--- config.mk ---
export PLATFORM = sky130hd
export DESIGN_NAME = fsgu_ctrl
export DESIGN_NICKNAME = d
export VERILOG_FILES = /design/src/rtl/falling_sand_grid_update_core_macros.svh /design/src/rtl/fsgu_pkg.sv /design/src/rtl/fsgu_ctrl.sv
export SDC_FILE = /design/constraint.sdc
export NUM_CORES = 1
export LEC_CHECK = 0
export BUFFER_PORTS_ARGS = -buffer_cell sky130_fd_sc_hd__buf_2
export CORE_MARGIN = 4
export CORE_UTILIZATION = 51
export DETAILED_ROUTE_END_ITERATION = 7
export GPL_TIMING_DRIVEN = 1
export PLACE_DENSITY_LB_ADDON = 0.05
export REMOVE_ABC_BUFFERS = 1
export SLEW_MARGIN = 10
export SYNTH_ARGS = -nofsm -noshare
export SYNTH_HDL_FRONTEND = slang
export SYNTH_SLANG_ARGS = --single-unit
--- constraint.sdc ---
create_clock -name clock -period 4.3 [get_ports clock]
set_input_delay 0.645 -clock clock [delete_from_list [all_inputs] [get_ports clock]]
set_output_delay 0.645 -clock clock [all_outputs]
set_load 0.05 [all_outputs]
--- src/rtl/falling_sand_grid_update_core_macros.svh ---
// assertion macros for the falling sand grid update core
`ifndef FALLING_SAND_GRID_UPDATE_CORE_MACROS_SVH
`define FALLING_SAND_GRID_UPDATE_CORE_MACROS_SVH
`ifndef NO_ASSERTIONS
`define FSGU_ASSERT_IMP(label, ante, cons) \
   label: assert property (@(posedge clock) disable iff (reset) (ante) |-> (cons)) \
      else $error("fsgu: same-cycle check failed");
`define FSGU_ASSERT_NXT(label, ante, cons) \
   label: assert property (@(posedge clock) disable iff (reset) (ante) |=> (cons)) \
      else $error("fsgu: next-cycle check failed");
`else
`define FSGU_ASSERT_IMP(label, ante, cons)
`define FSGU_ASSERT_NXT(label, ante, cons)
`endif
`endif

--- src/rtl/fsgu_pkg.sv ---
// shared types and constants for the falling sand grid update core
`timescale 1ns / 1ps

package fsgu_pkg;

   localparam int CELL_W  = 8;
   localparam int COUNT_W = 13;
   localparam int SEED_W  = 32;
   localparam int CSR_W   = 32;
   localparam int PADDR_W = 3;

   localparam logic [COUNT_W-1:0] COUNT_MAX   = '1;
   localparam logic [COUNT_W-1:0] LIMIT_RESET = 13'd2048;
   localparam logic [SEED_W-1:0]  SEED_RESET  = 32'd1;

   // register index, taken from paddr bit 2
   localparam logic CSR_FILL_LIMIT = 1'b0;
   localparam logic CSR_SEED       = 1'b1;

   typedef enum logic [1:0] {
      OP_PLACE   = 2'd0,
      OP_SUBSTEP = 2'd1,
      OP_DRAIN   = 2'd2,
      OP_READ    = 2'd3
   } op_type;

   typedef enum logic [4:0] {
      ST_CLEAR,
      ST_IDLE,
      ST_DISPATCH,
      ST_PL_CHK,
      ST_PL_LIMIT,
      ST_RD_CAP,
      ST_SS_CUR,
      ST_SS_G,
      ST_SS_LOW,
      ST_SS_LL,
      ST_SS_LC,
      ST_SS_LR,
      ST_SS_RC,
      ST_SS_CLR,
      ST_SS_NEXT,
      ST_DR_CELL,
      ST_DR_CNT,
      ST_DR_WR,
      ST_DR_NEXT,
      ST_DR_FIN,
      ST_DONE
   } fsgu_state_type;

   typedef enum logic [3:0] {
      AS_CLEAR,
      AS_PLACE,
      AS_READ,
      AS_CUR,
      AS_LOW,
      AS_LOW_L,
      AS_CUR_L,
      AS_LOW_R,
      AS_CUR_R,
      AS_DIAG,
      AS_ABOVE
   } addr_sel_type;

   typedef enum logic [1:0] {
      WD_ZERO,
      WD_HUE,
      WD_GRAIN,
      WD_RDATA
   } wd_sel_type;

   typedef struct packed {
      logic         wr_en;
      addr_sel_type addr_sel;
      wd_sel_type   wd_sel;
      logic         latch_req;
      logic         cap_value;
      logic         load_g;
      logic         save_ll;
      logic         save_lc;
      logic         save_lr;
      logic         rng_step;
      logic         cnt_inc;
      logic         cnt_dec;
      logic         set_drain;
      logic         clr_drain;
      logic         set_placed;
      logic         toggle_sweep;
      logic         init_substep;
      logic         init_drain;
      logic         step_cell;
      logic         step_clear;
      logic         load_rsp;
   } ctrl_cmd_type;

   typedef struct packed {
      op_type op;
      logic   drain;
      logic   col_ok;
      logic   read_ok;
      logic   rdata_zero;
      logic   left_free;
      logic   right_free;
      logic   row_zero;
      logic   row_bottom;
      logic   col_last;
      logic   clr_last;
      logic   count_zero;
      logic   over_limit;
   } dp_status_type;

endpackage

--- src/rtl/fsgu_ctrl.sv ---
// sequencing state machine for the falling sand grid update core
`timescale 1ns / 1ps

module fsgu_ctrl
   import fsgu_pkg::*;
(
   input  logic          clock,
   input  logic          reset,
   input  logic          req_valid,
   output logic          req_ready,
   input  logic          rsp_free,
   input  dp_status_type sts,
   output ctrl_cmd_type  cmd
);

   fsgu_state_type state_ff, state_in;

   always_ff @(posedge clock) begin
      if (reset) begin
         state_ff <= ST_CLEAR;
      end else begin
         state_ff <= state_in;
      end
   end

   always_comb begin
      state_in  = state_ff;
      cmd       = '0;
      req_ready = 1'b0;
      unique case (state_ff)
         ST_CLEAR: begin
            cmd.wr_en      = 1'b1;
            cmd.addr_sel   = AS_CLEAR;
            cmd.wd_sel     = WD_ZERO;
            cmd.step_clear = 1'b1;
            if (sts.clr_last) state_in = ST_IDLE;
         end
         ST_IDLE: begin
            req_ready = 1'b1;
            if (req_valid) begin
               cmd.latch_req = 1'b1;
               state_in      = ST_DISPATCH;
            end
         end
         ST_DISPATCH: begin
            unique case (sts.op)
               OP_PLACE: begin
                  if (sts.drain) begin
                     state_in = ST_DONE;
                  end else if (!sts.col_ok) begin
                     state_in = ST_PL_LIMIT;
                  end else begin
                     cmd.addr_sel = AS_PLACE;
                     state_in     = ST_PL_CHK;
                  end
               end
               OP_READ: begin
                  if (sts.read_ok) begin
                     cmd.addr_sel = AS_READ;
                     state_in     = ST_RD_CAP;
                  end else begin
                     state_in = ST_DONE;
                  end
               end
               OP_SUBSTEP: begin
                  cmd.toggle_sweep = 1'b1;
                  cmd.init_substep = 1'b1;
                  state_in         = ST_SS_CUR;
               end
               OP_DRAIN: begin
                  if (sts.drain) begin
                     cmd.init_drain = 1'b1;
                     state_in       = ST_DR_CELL;
                  end else begin
                     state_in = ST_DONE;
                  end
               end
               default: state_in = ST_DONE;
            endcase
         end
         ST_PL_CHK: begin
            if (sts.rdata_zero) begin
               cmd.wr_en      = 1'b1;
               cmd.addr_sel   = AS_PLACE;
               cmd.wd_sel     = WD_HUE;
               cmd.cnt_inc    = 1'b1;
               cmd.set_placed = 1'b1;
            end
            state_in = ST_PL_LIMIT;
         end
         ST_PL_LIMIT: begin
            cmd.set_drain = sts.over_limit;
            state_in      = ST_DONE;
         end
         ST_RD_CAP: begin
            cmd.cap_value = 1'b1;
            state_in      = ST_DONE;
         end
         ST_SS_CUR: begin
            cmd.addr_sel = AS_CUR;
            state_in     = ST_SS_G;
         end
         ST_SS_G: begin
            if (sts.rdata_zero) begin
               state_in = ST_SS_NEXT;
            end else begin
               cmd.load_g   = 1'b1;
               cmd.addr_sel = AS_LOW;
               state_in     = ST_SS_LOW;
            end
         end
         ST_SS_LOW: begin
            if (sts.rdata_zero) begin
               cmd.wr_en    = 1'b1;
               cmd.addr_sel = AS_LOW;
               cmd.wd_sel   = WD_GRAIN;
               state_in     = ST_SS_CLR;
            end else begin
               cmd.addr_sel = AS_LOW_L;
               state_in     = ST_SS_LL;
            end
         end
         ST_SS_LL: begin
            cmd.save_ll  = 1'b1;
            cmd.addr_sel = AS_CUR_L;
            state_in     = ST_SS_LC;
         end
         ST_SS_LC: begin
            cmd.save_lc  = 1'b1;
            cmd.addr_sel = AS_LOW_R;
            state_in     = ST_SS_LR;
         end
         ST_SS_LR: begin
            cmd.save_lr  = 1'b1;
            cmd.addr_sel = AS_CUR_R;
            state_in     = ST_SS_RC;
         end
         ST_SS_RC: begin
            if (sts.left_free || sts.right_free) begin
               cmd.wr_en    = 1'b1;
               cmd.addr_sel = AS_DIAG;
               cmd.wd_sel   = WD_GRAIN;
               cmd.rng_step = sts.left_free && sts.right_free;
               state_in     = ST_SS_CLR;
            end else begin
               state_in = ST_SS_NEXT;
            end
         end
         ST_SS_CLR: begin
            cmd.wr_en    = 1'b1;
            cmd.addr_sel = AS_CUR;
            cmd.wd_sel   = WD_ZERO;
            state_in     = ST_SS_NEXT;
         end
         ST_SS_NEXT: begin
            cmd.step_cell = 1'b1;
            if (sts.col_last && sts.row_zero) begin
               state_in = ST_DONE;
            end else begin
               state_in = ST_SS_CUR;
            end
         end
         ST_DR_CELL: begin
            if (sts.row_bottom) begin
               cmd.addr_sel = AS_CUR;
               state_in     = ST_DR_CNT;
            end else if (sts.row_zero) begin
               cmd.wr_en    = 1'b1;
               cmd.addr_sel = AS_CUR;
               cmd.wd_sel   = WD_ZERO;
               state_in     = ST_DR_NEXT;
            end else begin
               cmd.addr_sel = AS_ABOVE;
               state_in     = ST_DR_WR;
            end
         end
         ST_DR_CNT: begin
            cmd.cnt_dec  = !sts.rdata_zero && !sts.count_zero;
            cmd.addr_sel = AS_ABOVE;
            state_in     = ST_DR_WR;
         end
         ST_DR_WR: begin
            cmd.wr_en    = 1'b1;
            cmd.addr_sel = AS_CUR;
            cmd.wd_sel   = WD_RDATA;
            state_in     = ST_DR_NEXT;
         end
         ST_DR_NEXT: begin
            cmd.step_cell = 1'b1;
            if (sts.col_last && sts.row_zero) begin
               state_in = ST_DR_FIN;
            end else begin
               state_in = ST_DR_CELL;
            end
         end
         ST_DR_FIN: begin
            cmd.clr_drain = sts.count_zero;
            state_in      = ST_DONE;
         end
         ST_DONE: begin
            if (rsp_free) begin
               cmd.load_rsp = 1'b1;
               state_in     = ST_IDLE;
            end
         end
         default: state_in = ST_IDLE;
      endcase
   end

endmodule

==> metrics.md, run 1 <==
| Metric | Value |
|---|---|
| Pin count of the biggest net entering global routing | 26 |
| WP data required | about 3.7 ns |
| Seq/Total Area, Yosys | under 10% |
| Deepest clock path buffer count | 2 |
| IO Port Bufs | between 40 and 50 |
| Setup CP Type | register to output pin |
| CTS root buf | clkbuf_4 |
| CTS tree | yes |
| Number of cell rows | 15 |
| Final instance area | 0.00122 mm² |
| Vias in the first global route | 1174 |
| Worst VDD drop | 0.000471 V |
| First-pass GRT wire length | 4890 µm |
| Fraction of layout cells with a size suffix above 1 | 25.6% |
| Count of cell types in the netlist | 46 |
| Routed length per instance | between 10 and 15 µm |
| Crit path DAT | about 2.4 ns |
| Min cycle time layout | approximately 3.1 ns |
| Clk sinks | 5 |
| Core area | about 0.0018 mm² |
| RSZ-0062 raised after global routing | false |
| Post-DRT Antenna Nets | 0 |
| Starting Density | 56.7% |
| Maximum clock frequency | 327 MHz |
| Number of flops mapped to enable cells by yosys | 0 |
| Diodes inserted | 0 |
| Worst setup EP type | output pin |
| Post-place instance area | between 0.001 and 0.0015 mm² |
| Post-synth ARST share | 0% |
| Final setup viols | 0 |
| Final core utilization | between 60% and 70% |
| Post-cts sizing count | 0 |
| Largest regs | state_ff x5 |
| Synth Cell Area | 0.00102 mm² |
| CTS clk-pin slew, worst paths | 0.04 ns |
| Gpl congestion | roughly 0.94 |
| DR pass1 iterations | 4 |
| Synthesized instance count | around 160 |
| CP Cell Sequence | nor2b_1, nand2_1, o32ai_1, a21o_1, or4_1, buf_2 |
| Critical-path maximum fanout | 21 |
| Top reg by flops | state_ff |
| # IOs | 44 |
| CTS Buf Count | 3 |
| Initial antenna violation count | 0 |
| Hpwl dp | approximately 2400 µm |
| Yosys warns | 0 |
| Die footprint | about 0.0028 mm² |
| Remaining Overflow, GRT | 0 |
| H-Tree Depth | 1 |
| Fin. max-slew vios | 0 |
| Die Wd | 52.7 µm |
| Gr usage total | 22.0% |
| Startpoint types | register |
| Max Clock Skew | between 0.001 and 0.0015 ns |
| Setup Buffers After CTS | 0 |
| Detailed-route DRC error count | 0 |
| Slowest stage delay, CP | between 0.7 and 0.8 ns |
| Most common cell after layout, fill and taps aside | buf_2 |
| Setup TNS | 0 ns |
| Status | finished clean |
| Area Growth Syn to Fin | 19.1% |
| Worst Max-Slew Pin Slew | just over 0.8 ns |
| First DRT Iteration DRCs | 70 |
| Final Hold Viols | 0 |
| Highest-count cells in the layout ignoring fill and taps | buf_2, nor2_1, nand2_1, nor3_1, a21oi_1 |
| PwrDens | 618 mW/mm² |
| Synth Flop Type | dfxtp_1 |
| Number of synthesized register bits | 5 |
| Max-cap viol count | 0 |
| Routed vias/inst | between 6 and 7 |
| Critical Path Slowest Stage Cell | dfxtp_1 |
| Clock latency at the later pin of the worst-skew pair | between 0.2 and 0.25 ns |
| Vias | 1326 |
| Fill count | 176 |
| Mean Syn Cell Area | roughly 6.3 µm² |
| Nets | ~220 |
| Period utilization | about 70% |
| Lkg Pwr | ~0.00058 µW |
| Type of the most critical hold path | input pin to register |
| Slew HR | 45.6% |
| Final WL | roughly 3100 µm |
| Hold_buf cts | 0 |
| Number of flip-flops in the largest register | 5 |
| Die height | between 50 and 60 µm |
path summary, 6_finish.rpt:
check                                               from                       end  slack [ns]  cells after the start
worst max-delay path            state_ff[4]$_SDFFE_PP0P_                   cmd[20]        1.24                      6
worst min-delay path                               reset  state_ff[3]$_SDFFE_PP0P_        0.62                      2
worst max register to register  state_ff[3]$_SDFFE_PP0P_  state_ff[1]$_SDFFE_PP0P_        2.25                      5
worst min register to register  state_ff[0]$_SDFFE_PP0P_  state_ff[4]$_SDFFE_PP0P_        0.92                      2
synthesized netlist by cell type (all sizes together), types with 2 or more instances:
cell	count	area [µm²]
a21o	3	22.5
ha	5	62.6
nor2	18	67.6
inv	9	33.8
and2	3	18.8
o21ai	8	40.0
clkbuf	4	15.0
nor4b	2	17.5
nand3	4	20.0
or4	2	15.0
nand2b	5	31.3
o221ai	2	17.5
a31oi	3	18.8
nor4	2	12.5
buf	10	62.6
nand2	15	56.3
a22oi	2	15.0
nor3	15	75.1
a211oi	2	15.0
o22ai	2	12.5
a21oi	16	83.8
nor2b	7	58.8
dfxtp	5	100
routing by layer:
| layer | share of wire, % | vias to the layer above | track usage (%) | wire (µm) |
|---|---|---|---|---|
| li1 | - | 651 | - | - |
| met4 | 0 | 0 | 2.98 | 0 |
| met5 | 0 | - | 0 | 0 |
| met1 | 42 | 603 | 29.7 | 1300 |
| met2 | 48 | 72 | 38.0 | 1490 |
| met3 | 11 | 0 | 2.28 | 335 |
power breakdown:
part           total, µW  leakage, µW  internal [µW]  switching (µW)
registers            153    0.0000407           62.1            91.4
clock network       51.2    0.0000150           34.9            16.3
logic                547     0.000527            170             376
total                751     0.000583            267             484
kinds of logic after synthesis:
family	synth area share, %
mux	0.980
simple gates	40.8
fa+ha+maj	6.13
flops	9.80
compound gates	31.4
buf+inv	10.9
area by class of cell:
class	instances	area [µm²]	share of cell area, %
multi-input cells	134	810	66.6
repair buffers	43	215	17.7
flip-flops and latches	5	100	8.23
inverters	9	33.8	2.78
well taps	25	31.3	2.57
clock buffers	4	26.3	2.16
metrics by stage:
step | power [µW] | worst slack (ns) | hold WS, ns | instances
6_report | 751 | 1.24 | 0.617 | 220
5_1_grt | 807 | 1.10 | 0.623 | 220
4_1_cts | 746 | 1.27 | 0.615 | 220
3_5_place_dp | 691 | 1.53 | 0.858 | 216
3_3_place_gp | 689 | 1.58 | 0.859 | 216
2_1_floorplan | 560 | 0.591 | 0.714 | 148
critical path: cells and delay by family (launching register included):
family / cells / cell delay [ns]
flip-flops: 1 / 0.77
AO/OA/AOI/OAI: 2 / 0.33
buffers and inverters: 1 / 0.23
AND/OR/NAND/NOR: 3 / 0.85
No activity file was read; power rests on OpenSTA's default activity.
==> inputs of run 2 (changes only) <==
--- a/config.mk
+++ b/config.mk
@@ -7,7 +7,7 @@
 export LEC_CHECK = 0
 export BUFFER_PORTS_ARGS = -buffer_cell sky130_fd_sc_hd__buf_2
 export CORE_MARGIN = 4
-export CORE_UTILIZATION = 51
+export CORE_UTILIZATION = 48
 export DETAILED_ROUTE_END_ITERATION = 7
 export GPL_TIMING_DRIVEN = 1
 export PLACE_DENSITY_LB_ADDON = 0.05
==> constraint.sdc (replaced) <==
create_clock -name clock -period 3.1 [get_ports clock]
set_input_delay 0.465 -clock clock [delete_from_list [all_inputs] [get_ports clock]]
set_output_delay 0.465 -clock clock [all_outputs]
set_load 0.05 [all_outputs]
==> run 2 against run 1 <==
Net effect: hold slack worse by 0.19 ns; critical endpoint unchanged; flip-flop and latch count unchanged; non-clock buffer count rose by 4; final area is 2.7% higher.
==> metrics.md, run 2 (same netlist as run 1, synthesis figures left out) <==
| Metric | Value |
|---|---|
| Logic pwr share | 76.2% (+3.4 points) |
| Number of flip-flops in the largest register | 5 (unchanged) |
| Worst setup EP type | output pin |
| Maximum clock frequency | approximately 350 MHz |
| Core area | 0.00198 mm² (+10%) |
| Clock Power Share | 7.0% (+0.2 points) |
| Final setup viols | 0 (unchanged) |
| Top reg by flops | state_ff |
| Startpoint types | register |
| Switching fraction of total power | 63.7% (-0.76 points) |
| Fill count | 203 (+15%) |
| Detailed-route DRC error count | 0 (unchanged) |
| Clk sinks | 5 (unchanged) |
| RSZ-0062 raised after global routing | false |
| Vias | 1324 (-0.15%) |
| Hpwl dp | 2560 µm (+7.0%) |
| Max-cap viol count | 0 (unchanged) |
| Crit path DAT | 2.39 ns (-0.03 ns) |
| CTS root buf | clkbuf_4 |
| Hold_buf cts | 0 (unchanged) |
| Clock latency at the later pin of the worst-skew pair | 0.24 ns (about the same) |
| Most common cell after layout, fill and taps aside | buf_2 |
| Final core utilization | 63.0% (-4.5 points) |
| R2r startpoint | state_ff[3]$_SDFFE_PP0P_ |
| IO Port Bufs | 43 (unchanged) |
| Gpl congestion | 0.924 (-1.2%) |
| Area Growth Syn to Fin | 22.3% |
| Min cycle time layout | ~2.9 ns |
| Sw Pwr | 685 µW (+42%) |
| First DRT Iteration DRCs | 61 (-13%) |
| CTS tree | yes |
| Highest-count cells in the layout ignoring fill and taps | buf_2, nor2_1, nand2_1, nor3_1, a21oi_1 |
| PwrDens | 862 mW/mm² (+40%) |
| Fin Hold WS | 0.429 ns (-0.188 ns) |
| Die Wd | 54.1 µm (+2.6%) |
| Remaining Overflow, GRT | 0 (unchanged) |
| Post-DRT Antenna Nets | 0 (unchanged) |
| Max Clock Skew | 0.00112 ns (-0.00000243 ns) |
| Starting Density | 51.5% (-5.2 points) |
| Internal | 391 µW (+46%) |
| Slowest stage delay, CP | 0.69 ns (-0.08 ns) |
| Die footprint | 0.00293 mm² (+5.3%) |
| Gr usage total | 23.3% (+1.3 points) |
| Slew HR | 54.0% (+8.4 points) |
| Deepest clock path buffer count | 2 (unchanged) |
| Routed vias/inst | 5.86 (-2.8%) |
| Number of cell rows | 16 (+1) |
| Setup Buffers After CTS | 0 (unchanged) |
| Crit path launch | state_ff[1]$_SDFFE_PP0P_ |
| Nets | 223 (+1.8%) |
| Routed length per instance | 14.1 µm (-0.88%) |
| Largest regs | state_ff x5 |
| Vias in the first global route | 1132 (-3.6%) |
| Status | finished clean |
| Pin count of the biggest net entering global routing | 22 (-15%) |
| DR pass1 iterations | 5 (+1) |
| WP data required | 2.63 ns (-1.02 ns) |
| CTS Buf Count | 3 (unchanged) |
| H-Tree Depth | 1 (unchanged) |
| Setup CP Type | register to output pin |
| Lkg Pwr | 0.000604 µW (+3.6%) |
| Critical Path Slowest Stage Cell | dfxtp_1 |
| First-pass GRT wire length | 5150 µm (+5.4%) |
| Post-cts sizing count | 0 (unchanged) |
| Worst VDD drop | 0.000529 V (+12%) |
| Final instance area | 0.00125 mm² (+2.7%) |
| Seq pwr share | 16.9% (-3.5 points) |
| Type of the most critical hold path | input pin to register |
| Diodes inserted | 0 (unchanged) |
| Initial antenna violation count | 0 (unchanged) |
| Post-place instance area | 0.00122 mm² (+2.7%) |
| Worst Hold Launch | reset |
| Period utilization | 92.0% |
| Worst Max-Slew Pin Slew | 0.689 ns (-0.126 ns) |
| Fraction of layout cells with a size suffix above 1 | 27.1% (+1.5 points) |
| Fin. max-slew vios | 0 (unchanged) |
| Critical-path maximum fanout | 19 (-9.5%) |
| Final Hold Viols | 0 (unchanged) |
| Top cell by count, worst path | or4_1 |
| Final WL | 3180 µm (+1.8%) |
| CP Cell Sequence | nand2b_1, or4_1, nor2_1, and4_1, or4_1, buf_2 |
| # IOs | 44 (unchanged) |
| Die height | 54.1 µm (+2.6%) |
| CTS clk-pin slew, worst paths | 0.04 ns (about the same) |
## run 2: cell types whose count changed in the layout (fill, tap and decap cells not counted)
cell,change
buf_4,+4
## run 2: area by class of cell
| class | instances | area (µm²) | share of cell area (%) |
|---|---|---|---|
| repair buffers | 47 | 245 | 19.6 |
| inverters | 9 | 33.8 | 2.71 |
| flip-flops and latches | 5 | 100 | 8.02 |
| well taps | 27 | 33.8 | 2.71 |
| clock buffers | 4 | 26.3 | 2.10 |
| multi-input cells | 134 | 810 | 64.8 |
## run 2: stage by stage
| step | TNS [ns] | cells | worst slack (ns) | power (µW) |
|---|---|---|---|---|
| after floorplan | -0.858 | 148 | -0.429 | 776 |
| after global placement | 0 | 222 | 0.572 | 993 |
| after detailed placement | 0 | 222 | 0.532 | 992 |
| after CTS | 0 | 226 | 0.269 | 1070 |
| after global routing | 0 | 226 | 0.105 | 1160 |
| final | 0 | 226 | 0.248 | 1080 |
## run 2: worst paths after layout
check / cells past startpoint / endpoint / slack, ns
max reg2reg: 6 / state_ff[1]$_SDFFE_PP0P_ / 1.14
max: 6 / cmd[20] / 0.25
min reg2reg: 2 / state_ff[1]$_SDFFE_PP0P_ / 0.82
min: 2 / state_ff[4]$_SDFFE_PP0P_ / 0.43
## run 2: routing by layer
| layer | global-route usage [%] | routed length, µm |
|---|---|---|
| met1 | 34.3 | 1390 |
| met2 | 35.1 | 1490 |
| met3 | 3.60 | 267 |
| met4 | 5.39 | 29 |
| met5 | 0 | 0 |
## run 2: power by group through the flow
stage	combinational [µW]	clock, µW	sequential (µW)
after global routing	884	81.4	192
after global placement	814	0	179
final	820	75.0	182
after detailed placement	812	0	180
after CTS	814	77.3	178
after floorplan	601	0	175
## run 2: worst max-delay path: cells and delay by family (launching register included)
family / cells / cell delay, ns
buffers and inverters: 1 / 0.25
and+or+nand+nor: 5 / 1.20
DFF: 1 / 0.69
==> inputs of run 3 (changes only) <==
--- a/config.mk
+++ b/config.mk
@@ -5,7 +5,7 @@
 export SDC_FILE = /design/constraint.sdc
 export NUM_CORES = 1
 export LEC_CHECK = 0
-export BUFFER_PORTS_ARGS = -buffer_cell sky130_fd_sc_hd__buf_2
+export BUFFER_PORTS_ARGS = -buffer_cell sky130_fd_sc_hd__buf_4
 export CORE_MARGIN = 4
 export CORE_UTILIZATION = 48
 export DETAILED_ROUTE_END_ITERATION = 7
==> run 3 against run 2 <==
Net effect: final area up 7.4%; combinational power rose by 4.3%; count of clock-buffer cells in the layout did not move; largest cell class unchanged; largest power group unchanged.
==> metrics.md, run 3 (same netlist as run 1, synthesis figures left out) <==
| Metric | Value |
|---|---|
| Period utilization | 91.9% (about the same) |
| Type of the most critical hold path | input pin to register |
| Vias | 1367 (+3.2%) |
| Power, Total | 1120 µW (+4.3%) |
| Final setup viols | 0 (unchanged) |
| Most common cell after layout, fill and taps aside | buf_4 |
| Core area | 0.00198 mm² (unchanged) |
| H-Tree Depth | 1 (unchanged) |
| Setup CP Type | register to output pin |
| Final Hold Viols | 0 (unchanged) |
| First-pass GRT wire length | 5340 µm (+3.6%) |
| Top reg by flops | state_ff |
| Nets | 221 (-0.90%) |
| Clock latency at the later pin of the worst-skew pair | 0.24 ns (about the same) |
| First DRT Iteration DRCs | 82 (+34%) |
| Highest-count cells in the layout ignoring fill and taps | buf_4, nor2_1, nand2_1, nor3_1, a21oi_1 |
| PwrDens | 837 mW/mm² (-2.9%) |
| CP Buf/Inv Count | 1 (unchanged) |
| Setup Buffers After CTS | 0 (unchanged) |
| Pin count of the biggest net entering global routing | 26 (+18%) |
| Startpoint types | register |
| Worst Max-Slew Pin Slew | 0.798 ns (+0.109 ns) |
| Vias in the first global route | 1221 (+7.9%) |
| Max-cap viol count | 0 (unchanged) |
| Hpwl dp | 2590 µm (+1.3%) |
| CTS tree | yes |
| RSZ-0062 raised after global routing | false |
| Diodes inserted | 0 (unchanged) |
| Fin Hold WS | 0.407 ns (-0.0221 ns) |
| Fraction of layout cells with a size suffix above 1 | 26.4% (-0.74 points) |
| IO Port Bufs | 43 (unchanged) |
| Min cycle time layout | 2.85 ns (-0.00235 ns) |
| Deepest clock path buffer count | 2 (unchanged) |
| Final WL | 3300 µm (+3.8%) |
| Clk sinks | 5 (unchanged) |
| Critical Path Slowest Stage Cell | dfxtp_1 |
| DR pass1 iterations | 4 (-1) |
| Die height | 54.1 µm (unchanged) |
| Initial antenna violation count | 0 (unchanged) |
| Status | finished clean |
| Fill count | 202 (-0.49%) |
| Detailed-route DRC error count | 0 (unchanged) |
| Critical-path maximum fanout | 21 (+2) |
| Routed length per instance | 14.7 µm (+4.8%) |
| Area Growth Syn to Fin | 31.4% |
| Worst VDD drop | 0.000592 V (+12%) |
| Number of flip-flops in the largest register | 5 (unchanged) |
| Die footprint | 0.00293 mm² (unchanged) |
| Largest regs | state_ff x5 |
| CP Cell Sequence | nor2b_1, nand2_1, o32ai_1, a21o_1, or4_1, buf_4 |
| Starting Density | 51.5% (unchanged) |
| Worst setup EP type | output pin |
| Lkg Pwr | 0.000608 µW (+0.70%) |
| CTS Buf Count | 3 (unchanged) |
| CTS clk-pin slew, worst paths | 0.05 ns (about the same) |
| Worst path top cell family by delay | simple AND/OR/NAND/NOR gates |
| WP data required | 2.63 ns (about the same) |
| Post-DRT Antenna Nets | 0 (unchanged) |
| # IOs | 44 (unchanged) |
| Fin. max-slew vios | 0 (unchanged) |
| Hold_buf cts | 0 (unchanged) |
| Crit path DAT | 2.38 ns (about the same) |
| Gr usage total | 23.7% (+0.31 points) |
| Die Wd | 54.1 µm (unchanged) |
| Maximum clock frequency | 351 MHz (about the same) |
| Post-cts sizing count | 0 (unchanged) |
| Slew HR | 46.7% (-7.3 points) |
| Gpl congestion | 0.897 (-3.0%) |
| CTS root buf | clkbuf_4 |
| Slowest stage delay, CP | 0.77 ns (+0.08 ns) |
| Number of cell rows | 16 (unchanged) |
| Routed vias/inst | 6.10 (+4.2%) |
| Max Clock Skew | 0.00470 ns (+0.00358 ns) |
| Remaining Overflow, GRT | 0 (unchanged) |
| Final core utilization | 67.7% (+4.7 points) |
## run 3: area by class of cell
class,count,area [µm²],share of cell area (%)
multi-input combinational,134,810,60.4
timing repair buffer,45,338,25.2
sequential,5,100,7.46
inverter,9,33.8,2.52
tap,27,33.8,2.52
clock buffer,4,26.3,1.96
## run 3: report_power, final
part | switching (µW) | leakage (µW) | internal [µW]
Sequential | 105 | 0.0000407 | 86.0
Clock | 29.1 | 0.0000150 | 48.8
Combinational | 558 | 0.000553 | 296
Total | 692 | 0.000608 | 431
## run 3: routing by layer
| metal | vias to the layer above | wire (µm) | GRT usage [%] | share of wire, % |
|---|---|---|---|---|
| met4 | 0 | 54 | 6.22 | 1.6 |
| met1 | 624 | 1420 | 32.8 | 43 |
| li1 | 658 | - | - | - |
| met2 | 79 | 1530 | 37.8 | 46 |
| met5 | - | 0 | 0 | 0 |
| met3 | 6 | 293 | 3.05 | 8.9 |
## run 3: path summary, 6_finish.rpt
kind | cells after the start | slack (ns) | start | to
max | 6 | 0.25 | state_ff[4]$_SDFFE_PP0P_ | cmd[20]
min | 2 | 0.41 | reset | state_ff[4]$_SDFFE_PP0P_
max reg2reg | 5 | 1.10 | state_ff[3]$_SDFFE_PP0P_ | state_ff[1]$_SDFFE_PP0P_
min reg2reg | 2 | 0.83 | state_ff[0]$_SDFFE_PP0P_ | state_ff[4]$_SDFFE_PP0P_
## run 3: through the flow
| stage | area (µm²) | worst slack, ns | TNS (ns) | std cells |
|---|---|---|---|---|
| finish | 1340 | 0.250 | 0 | 224 |
| CTS | 1340 | 0.280 | 0 | 224 |
| global placement | 1320 | 0.586 | 0 | 220 |
| floorplan | 943 | -0.429 | -0.858 | 148 |
| global route | 1340 | 0.107 | 0 | 224 |
| detailed placement | 1320 | 0.550 | 0 | 220 |
